File: config.mk
export PLATFORM = sky130hd
export DESIGN_NAME = dwpid_ctrl
export DESIGN_NICKNAME = d
export VERILOG_FILES = /design/src/hdl/dwpid_pkg.sv /design/src/hdl/dwpid_ctrl.sv
export SDC_FILE = /design/constraint.sdc
export NUM_CORES = 1
export LEC_CHECK = 0
export ABC_AREA = 1
export BUFFER_PORTS_ARGS = -buffer_cell sky130_fd_sc_hd__buf_2
export CORE_MARGIN = 2
export CORE_UTILIZATION = 31
export DETAILED_ROUTE_END_ITERATION = 7
export HOLD_SLACK_MARGIN = 0.1
export REMOVE_ABC_BUFFERS = 1
export SYNTH_ARGS = -nofsm -noshare
export SYNTH_HDL_FRONTEND = slang
export SYNTH_SLANG_ARGS = --single-unit
File: constraint.sdc
create_clock -name aclk -period 1.4 [get_ports aclk]
set_input_delay 0.28 -clock aclk [delete_from_list [all_inputs] [get_ports aclk]]
set_output_delay 0.28 -clock aclk [all_outputs]
set_load 0.03 [all_outputs]
File: src/hdl/dwpid_pkg.sv
// Shared types, constants and helper functions for the dual-wheel PID
// speed controller. No dependencies; every other file imports this package.
`timescale 1ns / 1ps
`default_nettype none

package dwpid_pkg;

    // Configuration register indexes
    localparam logic [2:0] CFG_SPEED_LEVEL = 3'd0;
    localparam logic [2:0] CFG_DIRECTION   = 3'd1;
    localparam logic [2:0] CFG_KP_GAIN     = 3'd2;
    localparam logic [2:0] CFG_KI_GAIN     = 3'd3;
    localparam logic [2:0] CFG_KD_GAIN     = 3'd4;

    localparam int CFG_DATA_W = 16;
    localparam int CFG_IDX_W  = 3;

    // Gain reset values, unsigned Q8.8
    localparam logic [15:0] KP_RESET = 16'd205;
    localparam logic [15:0] KI_RESET = 16'd26;
    localparam logic [15:0] KD_RESET = 16'd13;

    // Update timing and scale factors
    localparam logic [31:0] MIN_DT_MS   = 32'd50;
    localparam logic [32:0] SPEED_SCALE = 33'd256000;  // 1000 ms/s in Q.8
    localparam logic [31:0] MS_PER_S    = 32'd1000;
    localparam int          DIV_STEPS   = 64;

    // Divide by 1000 one base-2^16 digit at a time: ceil(2^36 / 1000)
    localparam logic [26:0] MS_RECIP    = 27'd68719477;
    localparam int          MS_DIGITS   = 4;

    // Direction codes
    localparam logic [2:0] DIR_FWD       = 3'd0;
    localparam logic [2:0] DIR_REV       = 3'd1;
    localparam logic [2:0] DIR_PIVOT_R   = 3'd2;
    localparam logic [2:0] DIR_PIVOT_L   = 3'd3;
    localparam logic [2:0] DIR_ROTATE_CW = 3'd4;
    localparam logic [2:0] DIR_ROTATE_CC = 3'd5;

    // Datapath operations issued by the controller
    typedef enum logic [4:0] {
        OP_NONE,
        OP_LOAD,
        OP_COMMIT_TIME,
        OP_MUL_SPEED,
        OP_MUL_INTEG,
        OP_MUL_DERIV,
        OP_MUL_KP,
        OP_MUL_KI,
        OP_MUL_KD,
        OP_DIV_DT,
        OP_DIV_MS,
        OP_SET_ERR,
        OP_SET_INTEG,
        OP_SET_DERIV,
        OP_ACC_LOAD,
        OP_ACC_ADD,
        OP_SET_PWM,
        OP_OUT
    } dp_op_t;

    typedef struct packed {
        dp_op_t op;
        logic   wheel;
    } dp_cmd_t;

    typedef struct packed {
        logic dt_short;
        logic div_done;
    } dp_stat_t;

    // Target speed in Q.8 ticks per second
    function automatic logic [15:0] target_q8(input logic [1:0] lvl);
        logic [15:0] t;
        case (lvl)
            2'd0:    t = 16'd0;
            2'd1:    t = 16'd50 << 8;
            2'd2:    t = 16'd120 << 8;
            default: t = 16'd255 << 8;
        endcase
        return t;
    endfunction

    // Bridge levels {a_in1, a_in2, b_in1, b_in2}
    function automatic logic [3:0] pin_levels(input logic [2:0] dir);
        logic [3:0] p;
        case (dir)
            DIR_FWD:       p = 4'b1010;
            DIR_REV:       p = 4'b0101;
            DIR_PIVOT_R:   p = 4'b1000;
            DIR_PIVOT_L:   p = 4'b0010;
            DIR_ROTATE_CW: p = 4'b1001;
            DIR_ROTATE_CC: p = 4'b0110;
            default:       p = 4'b0000;
        endcase
        return p;
    endfunction

    function automatic logic signed [31:0] sat32(input logic signed [63:0] v);
        logic signed [31:0] r;
        if (v > 64'sh0000_0000_7FFF_FFFF) begin
            r = 32'sh7FFF_FFFF;
        end else if (v < -64'sh0000_0000_8000_0000) begin
            r = 32'sh8000_0000;
        end else begin
            r = v[31:0];
        end
        return r;
    endfunction

    function automatic logic signed [39:0] sat40(input logic signed [63:0] v);
        logic signed [39:0] r;
        if (v > 64'sh0000_007F_FFFF_FFFF) begin
            r = 40'sh7F_FFFF_FFFF;
        end else if (v < -64'sh0000_0080_0000_0000) begin
            r = 40'sh80_0000_0000;
        end else begin
            r = v[39:0];
        end
        return r;
    endfunction

endpackage

`default_nettype wire

File: src/hdl/dwpid_ctrl.sv
// Controller: sequences the datapath through one update for each wheel
// and runs both handshakes. Depends on dwpid_pkg.
`timescale 1ns / 1ps
`default_nettype none

module dwpid_ctrl (
    input  wire logic                  aclk,
    input  wire logic                  aresetn,
    input  wire logic                  s_valid,
    output logic                       s_ready,
    output logic                       m_valid,
    input  wire logic                  m_ready,
    output dwpid_pkg::dp_cmd_t         cmd,
    input  wire dwpid_pkg::dp_stat_t   stat
);
    import dwpid_pkg::*;

    typedef enum logic [2:0] {
        ST_IDLE, ST_CHECK, ST_MUL, ST_POST, ST_DIV, ST_STORE, ST_OUT
    } state_t;

    // Steps of one wheel update
    localparam logic [2:0] STEP_SPEED = 3'd0;
    localparam logic [2:0] STEP_INTEG = 3'd1;
    localparam logic [2:0] STEP_DERIV = 3'd2;
    localparam logic [2:0] STEP_KP    = 3'd3;
    localparam logic [2:0] STEP_KI    = 3'd4;
    localparam logic [2:0] STEP_KD    = 3'd5;
    localparam logic [2:0] STEP_PWM   = 3'd6;

    state_t     state_reg;
    logic [2:0] step_reg;
    logic       wheel_reg;
    logic       m_valid_reg;
    logic       out_free;

    assign out_free = !m_valid_reg || m_ready;

    // Decode the operation for this cycle
    always_comb begin
        cmd.wheel = wheel_reg;
        cmd.op    = OP_NONE;
        case (state_reg)
            ST_IDLE:  if (s_valid) cmd.op = OP_LOAD;
            ST_CHECK: if (!stat.dt_short) cmd.op = OP_COMMIT_TIME;
            ST_MUL: begin
                case (step_reg)
                    STEP_SPEED: cmd.op = OP_MUL_SPEED;
                    STEP_INTEG: cmd.op = OP_MUL_INTEG;
                    STEP_DERIV: cmd.op = OP_MUL_DERIV;
                    STEP_KP:    cmd.op = OP_MUL_KP;
                    STEP_KI:    cmd.op = OP_MUL_KI;
                    STEP_KD:    cmd.op = OP_MUL_KD;
                    default:    cmd.op = OP_SET_PWM;
                endcase
            end
            ST_POST: begin
                case (step_reg)
                    STEP_INTEG: cmd.op = OP_DIV_MS;
                    STEP_SPEED,
                    STEP_DERIV: cmd.op = OP_DIV_DT;
                    STEP_KP:    cmd.op = OP_ACC_LOAD;
                    default:    cmd.op = OP_ACC_ADD;
                endcase
            end
            ST_STORE: begin
                case (step_reg)
                    STEP_SPEED: cmd.op = OP_SET_ERR;
                    STEP_INTEG: cmd.op = OP_SET_INTEG;
                    default:    cmd.op = OP_SET_DERIV;
                endcase
            end
            ST_OUT:   if (out_free) cmd.op = OP_OUT;
            default:  ;
        endcase
    end

    // Advance the sequence and hold the output word flag
    always_ff @(posedge aclk) begin
        if (!aresetn) begin
            state_reg   <= ST_IDLE;
            step_reg    <= STEP_SPEED;
            wheel_reg   <= 1'b0;
            m_valid_reg <= 1'b0;
        end else begin
            if (m_valid_reg && m_ready) begin
                m_valid_reg <= 1'b0;
            end
            case (state_reg)
                ST_IDLE: begin
                    if (s_valid) state_reg <= ST_CHECK;
                end
                ST_CHECK: begin
                    step_reg  <= STEP_SPEED;
                    wheel_reg <= 1'b0;
                    state_reg <= stat.dt_short ? ST_IDLE : ST_MUL;
                end
                ST_MUL: begin
                    if (step_reg == STEP_PWM) begin
                        step_reg <= STEP_SPEED;
                        if (wheel_reg) begin
                            state_reg <= ST_OUT;
                        end else begin
                            wheel_reg <= 1'b1;
                        end
                    end else begin
                        state_reg <= ST_POST;
                    end
                end
                ST_POST: begin
                    if (step_reg == STEP_SPEED || step_reg == STEP_INTEG ||
                        step_reg == STEP_DERIV) begin
                        state_reg <= ST_DIV;
                    end else begin
                        step_reg  <= step_reg + 3'd1;
                        state_reg <= ST_MUL;
                    end
                end
                ST_DIV: begin
                    if (stat.div_done) state_reg <= ST_STORE;
                end
                ST_STORE: begin
                    step_reg  <= step_reg + 3'd1;
                    state_reg <= ST_MUL;
                end
                ST_OUT: begin
                    if (out_free) begin
                        m_valid_reg <= 1'b1;
                        state_reg   <= ST_IDLE;
                    end
                end
                default: state_reg <= ST_IDLE;
            endcase
        end
    end

    assign s_ready = (state_reg == ST_IDLE);
    assign m_valid = m_valid_reg;

endmodule

`default_nettype wire

### Word level (Yosys, flattened, before mapping)

Index checks and enable logic that the tools add are counted.

* add/subtract/negate cells: 1
* multipliers: 0
* div/mod/pow operators: 0
* $lt $le $gt $ge: 0
* eq/ne operators: 18
* shifts and indexed selects: 0
* multiplexer cells: 23
* bitwise operators: 0
* reductions and logical operators: 13

Operators with widths (count)
* $pmux 5 s6: 2
* $mux 3: 8
* $pmux 3 s7: 1
* $eq 3x3->1 const B: 6
* $eq 3x2->1 const B: 4
* $pmux 3 s4: 1
* $ne 2x2->1 const B: 5
* $pmux 3 s3: 1
* $eq 3x1->1 const B: 2
* $logic_not 3->1: 2
* $pmux 3 s2: 1
* $mux 1: 5
* $mux 5: 1
* $mux 2: 2
* $reduce_and 4->1: 1
* $reduce_bool 4->1: 1
* $add 3x1->3 const B: 1
* $logic_or 1x1->1: 3
* $ne 3x3->1 const B: 1
* $reduce_and 3->1: 1
* $pmux 1 s2: 1
* $reduce_and 2->1: 1
* $reduce_bool 2->1: 1
* $reduce_or 2->1: 1
* 2 further kinds: 2

* register bits after elaboration: 8
* bits in latches: 0
* memory bits (writable): 0
* bits in read-only memories: 0
* input bits: 6
* word-level logic and storage cells: 59
* memories: 0

### Depth between registers and ports, before layout

* word-level depth: 5
* depth in mapped cells: 9
* mapped depth without buffers: 9

### Worst setup path before layout

OpenSTA, ideal clock, no wires.

* kind: register to output
* start point: reg step_reg[0]
* end point: out cmd[2] in the netlist's numbering
* data arrival time: 1.614 ns
* data required time: 1.120 ns
* setup slack: -0.494 ns
* stages on the path, launching flop included: 7
* cells stage by stage: dfxtp_1 inv_1 ha_1 nand2_1 nand4_1 nand2_1 o21ai_0

RTL lines
* start, declared: RTL line dwpid_ctrl.sv:32 `logic [2:0] step_reg;`
* start signal, assigned: RTL line dwpid_ctrl.sv:115 `step_reg <= step_reg + 3'd1;`
* start signal, assigned: RTL line dwpid_ctrl.sv:123 `step_reg <= step_reg + 3'd1;`
* end, declared: RTL line dwpid_ctrl.sv:13 `output dwpid_pkg::dp_cmd_t cmd,`

==> results.toml <==
[outcome]
outcome = "complete, but fails checks"
violations = "negative setup slack"

[power_and_ir_drop]
peakVddDrop_mv = 1.23
seqPwrFrac = 0.144
p_sw_mw = 1.50
combPwrFrac = 0.797
power_density_mw_per_mm2 = 2460
power_frac_clock = 0.059
power.total_mw = 3.04
p_int_mw = 1.54
power_leakage_nw = 0.616
p_sw_frac = 0.492

[placement]
hpwl_um = 1660
dpl_cell_area_mm2 = 0.00104
port_buffers = 13
dp.cells = 188
place_congestion = 0.869

[layout]
final_cell_mix = "nand2_1, buf_4, inv_1"
finish.utilization = 0.512
fillers = 235
design_area_mm2 = 0.00123
fin_nets = 177
drive_above_1_share = 0.433
antennaDiodeCount = 0
areaGrowthSynthToFinish_pct = 60.0
final_cells = 194

[floorplanning]
start_util = 0.320
die-width_um = 53.9
die-area_mm2 = 0.00291
num_io_pins = 14
rows = 18
dieHeight_um = 53.9
coreArea_mm2 = 0.00241

[synth]
syn_area_per_cell_um2 = 6.23
synth_edf_count = 0
synthCells = 124
yosys_most_used_dff = "dfxtp_1"
syn-cell-area_um2 = 772
async_flop_share = 0
synth_seq_cells = 8
yosys_warnings = 0
synthDistinctLibCells = 22
seq_area_frac_synth = 0.207

[timing]
finalMaxSlewViolations = 0
period_minus_slack_ns = 1.80
tightest_slew_ns = 0.213
maxSlewHeadroom = 0.856
fmax_mhz = 557
final.period_utilization = 1.28
hold_viol_final = 0
postLayoutSetupSlackWorst_ns = -0.397
holdWs_ns = 0.290
grt_setup_unrepaired = "true"
setup_viol = 5
fin_skew_ns = 0.0114

[clocking]
path_clk_slew_ns = 0.06
h-tree-depth = 1
numClockSinks = 8
holdBufCountCts = 0
cts_tree = "yes"
cts_buffers = 3
cts_root_buf = "clkbuf_4"
clk_latency_ns = 0.26
cts_buffer_depth = 2

[routing]
post_drt_via_cell_ratio = 4.82
drc = 0
final_antenna_net_count = 0
drtPass1Iterations = 4
drtIter0Drc = 7
wl_per_cell_um = 11.0
vias = 935
wl_um = 2130

[global_routing]
grt-ovfl-total = 0
grt_pass1_vias = 892
grt_max_degree = 8
grt.total_usage = 0.172
grt_pass1_wl_um = 3560
grt_antenna_before_repair = 0

[worst_setup_path]
path_cells = "ha_4, ha_4, a21oi_2, nand4_1, o21bai_1, buf_4"
start_kind = "flip-flop"
end_kind = "primary output"
path_common_cell = "ha_4"
r2r_setup_slack_ns = 0.01
path_buf_inv = 1
cp.arrival_ns = 1.52
critical_path.top_delay_family = "flip-flops"
worstSetupPathType = "flip-flop to primary output"
cp_slowest_cell = "dfxtp_4"
critPathRequiredTime_ns = 1.12
slowest_delay_ns = 0.36
critical_path.max_fanout = 3

[job]
maxCapViolCount = 0

[min_path]
hold_path.class = "primary input to flip-flop"
## repair_timing
item / 4_1_cts / 5_1_grt
setup buffers: 3 / 0
setup endpoints to repair: 11 / 12
pin swaps: 12 / 9
gates resized for setup: 35 / 12
## cell families after synthesis
logic type / share of synthesized area
buf+inv: 0.143
simple gates: 0.451
compound gates: 0.118
fa+ha+maj: 0.0810
flops: 0.207
## worst paths after layout
path | from | to | cells past startpoint
worst max register to register | step_reg[0] | state_reg[2] | 10
worst max-delay path | step_reg[0] | cmd[5] | 6
worst min register to register | m_valid | m_valid | 2
worst min-delay path | aresetn | state_reg[2] | 3
## area by class of cell
type	instances	area, um^2	share of cell area
multi-input combinational	92	601	0.486
sequential	8	170	0.138
tap	30	37.5	0.0304
timing repair buffer	40	318	0.257
clock buffer	3	22.5	0.0182
inverter	21	86.3	0.0699
## power by group through the flow
stage                     Sequential [mW]  Combinational, mW  Clock, mW
after floorplan                     0.432               1.14          0
after global placement              0.398               1.94          0
after detailed placement            0.404               1.95          0
after CTS                           0.435               2.30      0.188
after global routing                0.449               2.65      0.203
final                               0.438               2.42      0.180
## per-stage QoR
step                setup slack [ns]  setup TNS, ns
floorplan                     -0.494          -1.21
global placement              -0.218         -0.976
detailed placement            -0.240          -1.17
CTS                           -0.403          -1.67
global route                  -0.504          -2.31
finish                        -0.397          -1.69
## worst register-to-register path: stages, from the launching register on
cell and delay (ns):
dfxtp_4 0.36, inv_2 0.10, ha_2 0.20, buf_4 0.12, nand3_1 0.08, nor2_1 0.11, nor2_1 0.06, nand2_2 0.11
nand2_1 0.07, nand2_1 0.06, nor2_1 0.03
## synthesized netlist by cell type (2+ instances only)
| cell type | number | area share |
|---|---|---|
| nor2_4 | 2 | 0.029 |
| a21oi_1 | 7 | 0.045 |
| o21ai_0 | 7 | 0.045 |
| nand3_2 | 2 | 0.026 |
| nand2_4 | 2 | 0.029 |
| nand4_1 | 7 | 0.057 |
| ha_1 | 5 | 0.081 |
| nand2_1 | 30 | 0.15 |
| dfxtp_1 | 8 | 0.21 |
| buf_4 | 2 | 0.019 |
| nor2_1 | 12 | 0.058 |
| nand3_1 | 11 | 0.071 |
| inv_1 | 19 | 0.092 |
| nand3b_1 | 2 | 0.019 |
## metal layers
| metal | vias up | part of all wire | global-route usage |
|---|---|---|---|
| li1 | 489 | - | - |
| met1 | 424 | 0.47 | 0.195 |
| met2 | 16 | 0.48 | 0.291 |
| met3 | 6 | 0.031 | 0.0472 |
| met4 | 0 | 0.021 | 0.0897 |
| met5 | - | 0 | 0 |
(Power assumes the default switching activity.)
